[src/best_fit_page_allocator_defines.svh]
// Assertion macros used by the allocator datapath.
`ifndef BEST_FIT_PAGE_ALLOCATOR_DEFINES_SVH
`define BEST_FIT_PAGE_ALLOCATOR_DEFINES_SVH

`ifndef ASSERT_OFF
// Check prop on every clock edge outside reset.
`define BFPA_ASSERT(lbl, prop, msg) \
  lbl: assert property (@(posedge clk_i) disable iff (!rst_ni) (prop)) else $error(msg);
// Check that cons follows from ante on the same edge.
`define BFPA_ASSERT_IMP(lbl, ante, cons, msg) \
  lbl: assert property (@(posedge clk_i) disable iff (!rst_ni) (ante) |-> (cons)) \
    else $error(msg);
// Check that cons follows from ante as a non-overlapping implication.
`define BFPA_ASSERT_NEXT(lbl, ante, cons, msg) \
  lbl: assert property (@(posedge clk_i) disable iff (!rst_ni) (ante) |=> (cons)) \
    else $error(msg);
`else
`define BFPA_ASSERT(lbl, prop, msg)
`define BFPA_ASSERT_IMP(lbl, ante, cons, msg)
`define BFPA_ASSERT_NEXT(lbl, ante, cons, msg)
`endif

`endif

[src/bfpa_pkg.sv]
package bfpa_pkg;

  localparam int NumPages   = 65536;
  localparam int MaxExtents = 64;

  localparam int PageW = $clog2(NumPages);
  localparam int CntW  = PageW + 1;
  localparam int IdxW  = $clog2(MaxExtents);
  localparam int NumW  = IdxW + 1;

  localparam logic CmdAlloc = 1'b0;
  localparam logic CmdFree  = 1'b1;

  typedef enum logic [1:0] {
    StsOk    = 2'd0,
    StsNoFit = 2'd1,
    StsZero  = 2'd2,
    StsFull  = 2'd3
  } status_e;

  typedef enum logic [2:0] {
    StIdle,
    StScan,
    StEval,
    StMvRd,
    StMvWr,
    StFix,
    StDone
  } state_e;

  typedef enum logic [1:0] {
    MvNone,
    MvDown,
    MvUp
  } mv_e;

  typedef struct packed {
    logic [PageW-1:0] start;
    logic [CntW-1:0]  len;
  } extent_t;

  typedef struct packed {
    logic load;
    logic scan;
    logic eval;
    logic mv_rd;
    logic mv_wr;
    logic fix;
    logic done;
  } ctl_t;

  typedef struct packed {
    logic scan_done;
    logic mv_more;
  } stat_t;

endpackage

[src/bfpa_ctrl.sv]
module bfpa_ctrl (
  input  logic           clk_i,
  input  logic           rst_ni,
  input  logic           start_i,
  input  bfpa_pkg::stat_t stat_i,
  output bfpa_pkg::ctl_t  ctl_o,
  output logic           busy_o
);

  bfpa_pkg::state_e state_q, state_d;

  always_ff @(posedge clk_i or negedge rst_ni) begin
    if (!rst_ni) begin
      state_q <= bfpa_pkg::StIdle;
    end else begin
      state_q <= state_d;
    end
  end

  always_comb begin
    state_d = state_q;
    ctl_o   = '0;
    case (state_q)
      bfpa_pkg::StIdle: begin
        if (start_i) begin
          ctl_o.load = 1'b1;
          state_d    = bfpa_pkg::StScan;
        end
      end
      bfpa_pkg::StScan: begin
        ctl_o.scan = 1'b1;
        if (stat_i.scan_done) state_d = bfpa_pkg::StEval;
      end
      bfpa_pkg::StEval: begin
        ctl_o.eval = 1'b1;
        state_d    = bfpa_pkg::StMvRd;
      end
      bfpa_pkg::StMvRd: begin
        if (stat_i.mv_more) begin
          ctl_o.mv_rd = 1'b1;
          state_d     = bfpa_pkg::StMvWr;
        end else begin
          state_d = bfpa_pkg::StFix;
        end
      end
      bfpa_pkg::StMvWr: begin
        ctl_o.mv_wr = 1'b1;
        state_d     = bfpa_pkg::StMvRd;
      end
      bfpa_pkg::StFix: begin
        ctl_o.fix = 1'b1;
        state_d   = bfpa_pkg::StDone;
      end
      bfpa_pkg::StDone: begin
        ctl_o.done = 1'b1;
        state_d    = bfpa_pkg::StIdle;
      end
      default: begin
        state_d = bfpa_pkg::StIdle;
      end
    endcase
  end

  assign busy_o = (state_q != bfpa_pkg::StIdle);

endmodule

[src/bfpa_dp.sv]
`include "best_fit_page_allocator_defines.svh"

module bfpa_dp (
  input  logic                        clk_i,
  input  logic                        rst_ni,
  input  bfpa_pkg::ctl_t              ctl_i,
  output bfpa_pkg::stat_t             stat_o,
  input  logic                        cmd_i,
  input  logic [bfpa_pkg::PageW-1:0]  start_page_i,
  input  logic [bfpa_pkg::CntW-1:0]   page_count_i,
  output logic                        done_o,
  output logic [1:0]                  status_o,
  output logic [bfpa_pkg::PageW-1:0]  alloc_start_o,
  output logic [bfpa_pkg::CntW-1:0]   free_total_o,
  output logic [bfpa_pkg::NumW-1:0]   extents_used_o
);

  localparam int PageW = bfpa_pkg::PageW;
  localparam int CntW  = bfpa_pkg::CntW;
  localparam int IdxW  = bfpa_pkg::IdxW;
  localparam int NumW  = bfpa_pkg::NumW;

  bfpa_pkg::extent_t table_mem [bfpa_pkg::MaxExtents];
  bfpa_pkg::extent_t rd_q;

  logic            cmd_q;
  logic [PageW-1:0] s_q;
  logic [CntW-1:0] n_q;
  logic [NumW-1:0] count_q;
  logic [CntW-1:0] total_q;

  logic [NumW-1:0] scan_idx_q;
  logic [IdxW-1:0] rd_idx_q;
  logic            rd_valid_q;

  logic            found_q;
  logic [IdxW-1:0] best_idx_q;
  logic [CntW-1:0] best_len_q;
  logic [PageW-1:0] best_start_q;

  logic            lo_q;
  logic [IdxW-1:0] lo_idx_q;
  logic [PageW-1:0] lo_start_q;
  logic [CntW-1:0] lo_len_q;
  logic [CntW-1:0] lo_end_q;

  logic            hi_q;
  logic [IdxW-1:0] hi_idx_q;
  logic [PageW-1:0] hi_start_q;
  logic [CntW-1:0] hi_len_q;

  bfpa_pkg::status_e sts_q, sts_d;
  logic              fix_en_q, fix_en_d;
  logic [IdxW-1:0]   fix_idx_q, fix_idx_d;
  bfpa_pkg::extent_t fix_val_q, fix_val_d;
  bfpa_pkg::mv_e     mv_q, mv_d;
  logic [NumW-1:0]   mv_ptr_q, mv_ptr_d;
  logic [NumW-1:0]   ins_q, ins_d;
  logic [NumW-1:0]   new_count_q, new_count_d;
  logic [CntW-1:0]   new_total_q, new_total_d;
  logic [PageW-1:0]  astart_q, astart_d;
  logic              done_q;

  logic [CntW-1:0] room;
  logic [CntW-1:0] n_load;
  logic            issue;
  logic            ren;
  logic [IdxW-1:0] raddr;
  logic            we;
  logic [IdxW-1:0] waddr;
  bfpa_pkg::extent_t wdata;
  logic [NumW-1:0] mv_up1;
  logic [NumW-1:0] mv_dn1;
  logic [CntW-1:0] s_ext;
  logic [CntW-1:0] sum_sc;
  logic            lo_m;
  logic            hi_m;

  // Clip a freed range to end at the top of the page space.
  assign room   = CntW'(bfpa_pkg::NumPages) - {1'b0, start_page_i};
  assign n_load = (cmd_i == bfpa_pkg::CmdFree && page_count_i > room) ? room : page_count_i;

  assign issue  = ctl_i.scan && (scan_idx_q < count_q);
  assign mv_up1 = mv_ptr_q + NumW'(1);
  assign mv_dn1 = mv_ptr_q - NumW'(1);
  assign ren    = issue || ctl_i.mv_rd;
  assign raddr  = ctl_i.mv_rd ? ((mv_q == bfpa_pkg::MvDown) ? mv_up1[IdxW-1:0]
                                                           : mv_dn1[IdxW-1:0])
                              : scan_idx_q[IdxW-1:0];
  assign we     = ctl_i.mv_wr || (ctl_i.fix && fix_en_q);
  assign waddr  = ctl_i.mv_wr ? mv_ptr_q[IdxW-1:0] : fix_idx_q;
  assign wdata  = ctl_i.mv_wr ? rd_q : fix_val_q;

  always_comb begin
    case (mv_q)
      bfpa_pkg::MvDown: stat_o.mv_more = (mv_up1 < count_q);
      bfpa_pkg::MvUp:   stat_o.mv_more = (mv_ptr_q > ins_q);
      default:          stat_o.mv_more = 1'b0;
    endcase
    stat_o.scan_done = (scan_idx_q == count_q) && !rd_valid_q;
  end

  always_ff @(posedge clk_i) begin
    if (we) table_mem[waddr] <= wdata;
    if (ren) rd_q <= table_mem[raddr];
  end

  // Work out the outcome and the table edits from the scan results.
  always_comb begin
    s_ext       = {1'b0, s_q};
    sum_sc      = s_ext + n_q;
    lo_m        = lo_q && (lo_end_q == s_ext);
    hi_m        = hi_q && (sum_sc == {1'b0, hi_start_q});
    sts_d       = bfpa_pkg::StsOk;
    fix_en_d    = 1'b0;
    fix_idx_d   = '0;
    fix_val_d   = '0;
    mv_d        = bfpa_pkg::MvNone;
    mv_ptr_d    = '0;
    ins_d       = '0;
    new_count_d = count_q;
    new_total_d = total_q;
    astart_d    = '0;
    if (cmd_q == bfpa_pkg::CmdAlloc) begin
      if (n_q == '0) begin
        sts_d = bfpa_pkg::StsZero;
      end else if (n_q > total_q || !found_q) begin
        sts_d = bfpa_pkg::StsNoFit;
      end else begin
        astart_d    = best_start_q;
        new_total_d = total_q - n_q;
        if (best_len_q > n_q) begin
          fix_en_d        = 1'b1;
          fix_idx_d       = best_idx_q;
          fix_val_d.start = best_start_q + n_q[PageW-1:0];
          fix_val_d.len   = best_len_q - n_q;
        end else begin
          mv_d        = bfpa_pkg::MvDown;
          mv_ptr_d    = NumW'(best_idx_q);
          new_count_d = count_q - NumW'(1);
        end
      end
    end else begin
      if (n_q == '0) begin
        sts_d = bfpa_pkg::StsZero;
      end else if ((lo_q && lo_end_q > s_ext) || (hi_q && sum_sc > {1'b0, hi_start_q})) begin
        sts_d = bfpa_pkg::StsNoFit;
      end else if (lo_m && hi_m) begin
        fix_en_d        = 1'b1;
        fix_idx_d       = lo_idx_q;
        fix_val_d.start = lo_start_q;
        fix_val_d.len   = lo_len_q + n_q + hi_len_q;
        mv_d            = bfpa_pkg::MvDown;
        mv_ptr_d        = NumW'(hi_idx_q);
        new_count_d     = count_q - NumW'(1);
      end else if (lo_m) begin
        fix_en_d        = 1'b1;
        fix_idx_d       = lo_idx_q;
        fix_val_d.start = lo_start_q;
        fix_val_d.len   = lo_len_q + n_q;
      end else if (hi_m) begin
        fix_en_d        = 1'b1;
        fix_idx_d       = hi_idx_q;
        fix_val_d.start = s_q;
        fix_val_d.len   = hi_len_q + n_q;
      end else if (count_q >= NumW'(bfpa_pkg::MaxExtents)) begin
        sts_d = bfpa_pkg::StsFull;
      end else begin
        ins_d           = hi_q ? NumW'(hi_idx_q) : count_q;
        fix_en_d        = 1'b1;
        fix_idx_d       = ins_d[IdxW-1:0];
        fix_val_d.start = s_q;
        fix_val_d.len   = n_q;
        mv_d            = bfpa_pkg::MvUp;
        mv_ptr_d        = count_q;
        new_count_d     = count_q + NumW'(1);
      end
      if (sts_d == bfpa_pkg::StsOk) new_total_d = total_q + n_q;
    end
  end

  always_ff @(posedge clk_i or negedge rst_ni) begin
    if (!rst_ni) begin
      count_q    <= '0;
      total_q    <= '0;
      scan_idx_q <= '0;
      rd_valid_q <= 1'b0;
      found_q    <= 1'b0;
      lo_q       <= 1'b0;
      hi_q       <= 1'b0;
      mv_q       <= bfpa_pkg::MvNone;
      mv_ptr_q   <= '0;
      ins_q      <= '0;
      fix_en_q   <= 1'b0;
      done_q     <= 1'b0;
    end else begin
      done_q     <= ctl_i.done;
      rd_valid_q <= issue;
      if (ctl_i.load) begin
        scan_idx_q <= '0;
        found_q    <= 1'b0;
        lo_q       <= 1'b0;
        hi_q       <= 1'b0;
      end
      if (issue) scan_idx_q <= scan_idx_q + NumW'(1);
      if (ctl_i.scan && rd_valid_q) begin
        if (rd_q.len >= n_q && (!found_q || rd_q.len < best_len_q)) found_q <= 1'b1;
        if (rd_q.start < s_q) begin
          lo_q <= 1'b1;
        end else if (!hi_q) begin
          hi_q <= 1'b1;
        end
      end
      if (ctl_i.eval) begin
        mv_q     <= mv_d;
        mv_ptr_q <= mv_ptr_d;
        ins_q    <= ins_d;
        fix_en_q <= fix_en_d;
      end
      if (ctl_i.mv_wr) begin
        mv_ptr_q <= (mv_q == bfpa_pkg::MvDown) ? mv_up1 : mv_dn1;
      end
      if (ctl_i.done) begin
        count_q <= new_count_q;
        total_q <= new_total_q;
      end
    end
  end

  // Payload registers.
  always_ff @(posedge clk_i) begin
    if (ctl_i.load) begin
      cmd_q <= cmd_i;
      s_q   <= start_page_i;
      n_q   <= n_load;
    end
    if (issue) rd_idx_q <= scan_idx_q[IdxW-1:0];
    if (ctl_i.scan && rd_valid_q) begin
      if (rd_q.len >= n_q && (!found_q || rd_q.len < best_len_q)) begin
        best_idx_q   <= rd_idx_q;
        best_len_q   <= rd_q.len;
        best_start_q <= rd_q.start;
      end
      if (rd_q.start < s_q) begin
        lo_idx_q   <= rd_idx_q;
        lo_start_q <= rd_q.start;
        lo_len_q   <= rd_q.len;
        lo_end_q   <= {1'b0, rd_q.start} + rd_q.len;
      end else if (!hi_q) begin
        hi_idx_q   <= rd_idx_q;
        hi_start_q <= rd_q.start;
        hi_len_q   <= rd_q.len;
      end
    end
    if (ctl_i.eval) begin
      sts_q       <= sts_d;
      fix_idx_q   <= fix_idx_d;
      fix_val_q   <= fix_val_d;
      new_count_q <= new_count_d;
      new_total_q <= new_total_d;
      astart_q    <= astart_d;
    end
  end

  assign done_o         = done_q;
  assign status_o       = sts_q;
  assign alloc_start_o  = astart_q;
  assign free_total_o   = new_total_q;
  assign extents_used_o = new_count_q;

  `BFPA_ASSERT(a_count_bound, count_q <= NumW'(bfpa_pkg::MaxExtents), "extent count overflow")
  `BFPA_ASSERT_NEXT(a_done_single, done_q, !done_q, "result strobe longer than one cycle")
  `BFPA_ASSERT_IMP(a_fail_keeps_state, ctl_i.done && sts_q != bfpa_pkg::StsOk,
    new_count_q == count_q && new_total_q == total_q, "failed command changed state")
  `BFPA_ASSERT_IMP(a_fail_zero_start, done_q && sts_q != bfpa_pkg::StsOk,
    astart_q == '0, "alloc start nonzero on failure")

endmodule

[src/best_fit_page_allocator.sv]
// Each command scans the extents held before it, evaluates the result, then shifts
// at most MaxExtents-1 table entries to insert or remove one, then writes the
// fixed-up entry and reports the result on done_o.
// Throughput: one command at a time; busy falls in the cycle the result is out.
// Cost is set by the single-port extent table: one entry read per scan cycle,
// and a read and a write per shifted entry. Results are never stalled.
// Reset clears counts and control; table contents stay undefined, no clearing pass.
module best_fit_page_allocator (
  input  logic                        clk_i,
  input  logic                        rst_ni,
  input  logic                        start,
  output logic                        busy,
  input  logic                        cmd_i,
  input  logic [bfpa_pkg::PageW-1:0]  start_page_i,
  input  logic [bfpa_pkg::CntW-1:0]   page_count_i,
  output logic                        done_o,
  output logic [1:0]                  status_o,
  output logic [bfpa_pkg::PageW-1:0]  alloc_start_o,
  output logic [bfpa_pkg::CntW-1:0]   free_total_o,
  output logic [bfpa_pkg::NumW-1:0]   extents_used_o
);

  bfpa_pkg::ctl_t  ctl;
  bfpa_pkg::stat_t stat;

  bfpa_ctrl u_ctrl (
    .clk_i   (clk_i),
    .rst_ni  (rst_ni),
    .start_i (start),
    .stat_i  (stat),
    .ctl_o   (ctl),
    .busy_o  (busy)
  );

  bfpa_dp u_dp (
    .clk_i          (clk_i),
    .rst_ni         (rst_ni),
    .ctl_i          (ctl),
    .stat_o         (stat),
    .cmd_i          (cmd_i),
    .start_page_i   (start_page_i),
    .page_count_i   (page_count_i),
    .done_o         (done_o),
    .status_o       (status_o),
    .alloc_start_o  (alloc_start_o),
    .free_total_o   (free_total_o),
    .extents_used_o (extents_used_o)
  );

endmodule
[config.mk]
export PLATFORM = sky130hd
export DESIGN_NAME = best_fit_page_allocator
export DESIGN_NICKNAME = d
export VERILOG_FILES = /design/src/bfpa_pkg.sv /design/src/bfpa_ctrl.sv /design/src/bfpa_dp.sv /design/src/best_fit_page_allocator.sv
export VERILOG_INCLUDE_DIRS = /design/src /design/src/src
export SDC_FILE = /design/constraint.sdc
export NUM_CORES = 2
export LEC_CHECK = 0
export BUFFER_PORTS_ARGS = -buffer_cell sky130_fd_sc_hd__buf_2
export CAP_MARGIN = 20
export CORE_MARGIN = 4
export CORE_UTILIZATION = 63
export DETAILED_ROUTE_END_ITERATION = 12
export PLACE_DENSITY = 0.8
export REMOVE_ABC_BUFFERS = 1
export SETUP_SLACK_MARGIN = 0.4
export SLEW_MARGIN = 20
export SYNTH_ARGS = -nofsm -noshare
export SYNTH_HDL_FRONTEND = slang
export SYNTH_SLANG_ARGS = --single-unit
[constraint.sdc]
create_clock -name clk_i -period 7.3 [get_ports clk_i]
set_input_delay 0.73 -clock clk_i [delete_from_list [all_inputs] [get_ports clk_i]]
set_output_delay 0.73 -clock clk_i [all_outputs]
set_load 0.005 [all_outputs]
-- After elaboration in Yosys (flattened, before gate mapping)
Memories as Yosys holds them, arrays and structs flattened. A register that Yosys moved wholly into a read port is not among the register bits.
Cells that the tools add are included.
Widths: inputs -> output; s select.
- memories kept: 1
- register bits after elaboration: 311
- bits in writable memories: 2112
- bits of input ports: 37
- output and inout bits: 44
- mux-type cells: 118
- reductions and logical operators: 30
- $add $sub $neg: 15
- order comparisons: 12
- bitwise gates (word level): 2
- equality and inequality tests: 13
- memory list (memory ; depth ; bits a word ; rd ports ; clocked after memory_dff ; wr ports ; line ; source):
    u_dp.table_mem ; 64 ; 33 ; 1 ; 1 ; 1 ; bfpa_dp.sv:23 ; bfpa_pkg::extent_t table_mem [bfpa_pkg::MaxExtents];
- operators by type and width (cell ; count):
    $mux 33 ; 11
    $mux 7 ; 32
    $mux 17 ; 5
    $mux 6 ; 14
    $add 17x17->17 ; 4
    $gt 17x17->1 ; 3
    $mux 2 ; 18
    $add 16x17->17 ; 2
    $eq 17x16->1 ; 2
    $gt 17x16->1 ; 2
    $mux 1 ; 34
    $sub 17x17->17 ; 2
    $add 7x1->7 const B ; 3
    $ge 17x17->1 ; 1
    $logic_not 17->1 ; 1
    $lt 17x17->1 ; 1
    $sub 17x16->17 const A ; 1
    $add 16x16->16 ; 1
    $lt 16x16->1 ; 1
    $pmux 3 s5 ; 1
    $lt 7x7->1 ; 2
    $sub 7x1->7 const B ; 2
    $logic_and 1x1->1 ; 11
    $eq 3x3->1 const B ; 3
    other kinds (21) ; 33

-- Depth between registers and ports, before layout
- word-level depth: 12
- gate-level depth with buffers: 24

-- Hierarchy
From an unflattened synthesis, not the netlist that was laid out.
- cells, all modules: 5946
- area total of the unflattened synthesis: 104580.3 sq um
- modules (own cells, without submodules) (module ; cells an instance ; area each (sq um) ; instances ; sequential area each (sq um)):
    bfpa_dp ; 5922 ; 104366.3 ; 1 ; 73395.4
    bfpa_ctrl ; 24 ; 214.0 ; 1 ; 75.1

-- Worst setup path after synthesis
No wires, ideal clock.
- kind: register to register
- start: register u_dp.n_q[1]
- end: register u_dp.best_idx_q[0], enable pin
- setup slack: 2069 ps
- setup time: 486 ps
- stages on the path, launching flop included: 13
- period minus slack after synthesis: 5231 ps
- data required time: 6814 ps
- buffers on the path: 0
- arrival: 4745 ps
- cells stage by stage: edfxtp_1 inv_1 ha_1 nor2b_1 o21a_1 o21a_1 o21a_1 o21a_1 o21a_1 o21ai_0 nand2b_1 a2111oi_0 nor3_1
- longest elaborated chain between the ends: 3
- ends and longest elaborated chain (item ; line ; source):
    from (decl) ; bfpa_dp.sv:28 ; logic [CntW-1:0] n_q;
    from (signal assigned) ; bfpa_dp.sv:235 ; n_q <= n_load;
    $ge 17x17->1 ; bfpa_dp.sv:239 ; if (rd_q.len >= n_q && (!found_q || rd_q.len < best_len_q)) begin
    $logic_and 1x1->1 ; bfpa_dp.sv:239 ;
    $reduce_and 2->1 (no source line) ; n/a ;
    to (signal assigned) ; bfpa_dp.sv:240 ; best_idx_q <= rd_idx_q;
    to (decl) ; bfpa_dp.sv:37 ; logic [IdxW-1:0] best_idx_q;
Every way passes these cells.
A chain may end at the register's enable or synchronous reset.

-- Worst setup path after layout
- start: register u_dp.n_q[1]
- end: register u_dp.new_count_q[5], in the netlist u_dp.extents_used_o[5], data pin
- longest elaborated chain between the ends: 9
- elaborated cells between the ends (all ways): 20
- ends and longest elaborated chain (item ; line ; source):
    branches (longest 8 deep; another with $add 16x17->17) ; n/a ;
    $mux 7 (*) ; bfpa_dp.sv:124 ; if (cmd_q == bfpa_pkg::CmdAlloc) begin
    net u_dp.new_count_d[5] ; bfpa_dp.sv:59 ; logic [NumW-1:0] new_count_q, new_count_d;
    to (signal assigned) ; bfpa_dp.sv:259 ; new_count_q <= new_count_d;
    to (decl) ; bfpa_dp.sv:59 ;
Mark *: on every way through the listed nets, which the timed path passes.

==> run metrics <==
commonest non-fill, non-tap cell in the layout=edfxtp_1; synthesized flop and latch total=2456; hold-fix buffer count after cts=0; Power Density=229.2 nW/um^2; syn_area_per_cell=13.43 um^2; Post-synth top flop=edfxtp_1; status=complete, no violations; Final Wtd Congestion=0.9774; post-route ant nets=0; Setup Viol. Count Final=0; worst-case clock buffer depth=3; Fill cells=10316; initial antenna violation count=22; Crit path top cell by count=a21oi_1; RR Startpoint=u_dp.n_q[1]; Resized cells post-CTS=0; Pleak=38.36 nW; period utilization=83.39%; VDD IR max=0.0002766 V; synth-to-layout area growth=11.35%; first-pass GRT wire length=472300 um; die outline area=176300 um^2; CTS buffer count=232; share of layout cells above drive strength 1=11.08%; 1st-iter DRT viols=12050; via count=73227; Post-route DRC=0; Root Buffer=clkbuf_16; data required time of the worst path=7.86 ns; post-CTS setup repair buffer count=0; Design Power=27.28 mW; Final Hold Violating Endpoints=0; fmax=0.1643 GHz; Critical Path Source=u_dp.n_q[1]; CP max-delay cell=o21a_1; asr flop ratio synth=2.280%; crit path launch type=flip-flop; critical path endpoint category=flip-flop; Nets=8458; clk sink count=2456; CTS tree=built; RSZ-0062 raised after global routing=no; CTS clk-pin slew, worst paths=0.07 ns; cell area after synthesis=106900 um^2; all-layer global routing usage=36.96%; max-slew violations=0; crit path cell chain=buf_4 > ha_1 > a21o_1 > a21oi_1 > o21bai_1 > a21o_1 > a21oi_1 > o21ai_0 > o41ai_1 > o211ai_1 > o21ai_0 > nand2b_1 > xor2_1 > ha_1 > a2111oi_0 > nand2_1 > o31a_1 > nor4_1 > mux2_2 > o21a_1 > a21oi_1 > a211oi_1 > o32ai_1; DRT Pass-1 Iters=6; worst-path fanout max=15; Vias/cell=6.940; EDFF count, synth=2400; minimum clock period=6.088 ns; register area share after synthesis=68.73%; hpwl dp=196300 um; Synth Instances=7959; Die H=419.9 um; IO Pins=81; Worst Path Arrival=6.65 ns; Worst Tran Pin Value=1.343 ns; clock insertion delay at the later pin of the skew report=0.91 ns; routed len/inst=31.18 um; Setup Skew=0.09732 ns; vias in the first global route=71027; row count=150; post-synthesis cell type count=106; pin count of the biggest net entering global routing=109; core area=168000 um^2; critical path class=reg2reg; CP peak stage delay=0.60 ns; Remaining Overflow, GRT=0; synth warn=0; commonest non-fill, non-tap cells in the layout=2400 x edfxtp_1, 1545 x nand2_1, 464 x mux2i_1; worst reg2reg path depth=23; Max H-tree Level=4; Starting Density=63.64%; # port buffers=80; total wire length=329000 um; Slew Limit Headroom=9.669%; WHS=0.06557 ns; Hold Crit Class=in2async; Die Span X=419.9 um; maxcap violations=0
-- state kept, by name, summed over array words and instances, names as in the netlist, 16 cells and up --
name / cells
u_dp.rd_q: 33
u_dp.s_q: 16
u_dp.table_mem: 2112
u_dp.free_total_o: 17
u_dp.lo_len_q: 17
u_dp.fix_val_q: 33
u_dp.n_q: 17
u_dp.best_start_q: 16
u_dp.hi_start_q: 16
u_dp.lo_end_q: 17
u_dp.alloc_start_o: 16
u_dp.best_len_q: 17
u_dp.hi_len_q: 17
u_dp.lo_start_q: 16
u_dp.total_q: 17
-- worst max-delay path: cells and delay by family (launching register included) --
kind,cells,cell delay [ns]
XOR/XNOR,1,0.15
AND/OR/NAND/NOR,3,0.43
buffers and inverters,1,0.20
multiplexers,1,0.25
AO/OA/AOI/OAI,15,3.91
adder cells (fa/ha/maj),2,0.51
flip-flops,1,0.36
-- worst paths after layout --
kind,to,slack (ns)
max reg2reg,u_dp.extents_used_o[5],1.21
min,u_dp.total_q[4],0.07
max in group asynchronous,u_dp.rd_valid_q,6.70
max,u_dp.extents_used_o[5],1.21
min in group clk_i,u_dp.cmd_q,0.13
min reg2reg,u_dp.total_q[7],0.46
-- Yosys cell counts (46+ instances only) --
| master | instances | area share, % |
|---|---|---|
| a21oi_1 | 358 | 1.7 |
| o21ai_0 | 143 | 0.67 |
| inv_1 | 171 | 0.60 |
| clkbuf_1 | 173 | 0.61 |
| or3_1 | 46 | 0.27 |
| nand3_1 | 264 | 1.2 |
| xor2_1 | 50 | 0.41 |
| buf_2 | 167 | 0.78 |
| a31oi_1 | 118 | 0.69 |
| a21o_1 | 65 | 0.46 |
| xnor2_1 | 94 | 0.77 |
| ha_1 | 271 | 3.2 |
| nand2_1 | 1580 | 5.5 |
| o221ai_1 | 107 | 0.88 |
| dfrtp_1 | 56 | 1.3 |
| edfxtp_1 | 2400 | 67 |
| buf_4 | 52 | 0.37 |
| o22ai_1 | 167 | 0.98 |
| a311oi_1 | 106 | 0.87 |
| nor4_1 | 83 | 0.49 |
| nor3_1 | 89 | 0.42 |
| mux2i_1 | 466 | 4.4 |
| and3_1 | 156 | 0.91 |
| nor2_1 | 218 | 0.77 |
-- final cells by class --
class / instances / area, um^2 / share of cell area (%)
diodes: 6 / 15.01 / 0.01261
clock buffers: 281 / 6011 / 5.050
clock inverters: 153 / 1505 / 1.265
inverters: 173 / 651.9 / 0.5477
multi-input cells: 4880 / 31330 / 26.32
flip-flops and latches: 2456 / 73470 / 61.73
well taps: 2204 / 2758 / 2.317
repair buffers: 398 / 3282 / 2.757
-- routing by layer --
metal | part of all wire (%) | global-route usage (%) | up-vias
li1 | - | - | 30486
met1 | 33 | 47.31 | 35445
met2 | 45 | 56.13 | 6064
met3 | 15 | 10.46 | 1216
met4 | 7.3 | 23.17 | 16
met5 | 0.031 | 0 | -
-- stage by stage --
stage	TNS (ns)	worst slack, ns	instance area (um^2)	utilization, %	std cells
floorplan	-586.34	-17.88	104600	-	7509
global placement	0	1.152	111300	66.26	10103
detailed placement	0	1.261	111400	66.30	10106
CTS	0	1.255	118900	70.77	10540
global route	0	0.8016	119000	70.85	10547
finish	0	1.212	119000	70.86	10551
-- kinds of logic after synthesis --
group	after synthesis	synth area share, %
adders and majority gates	280	3.341
buffers and inverters	623	2.731
and+or+nand+nor	2599	10.68
DFF	2456	68.73
AOI/OAI and AO/OA	1384	8.899
muxes	473	4.441
xor gates and xnor gates	144	1.180
-- power by group --
group	internal, mW	switching (mW)	total [mW]	leakage [nW]
sequential	15.2	0	15.2	18.7
combinational	0.0277	0.0419	0.0697	16.1
clock	6.63	5.36	12.0	3.65
total	21.9	5.40	27.3	38.4
Note: power is estimated with default switching activity, not from simulation.
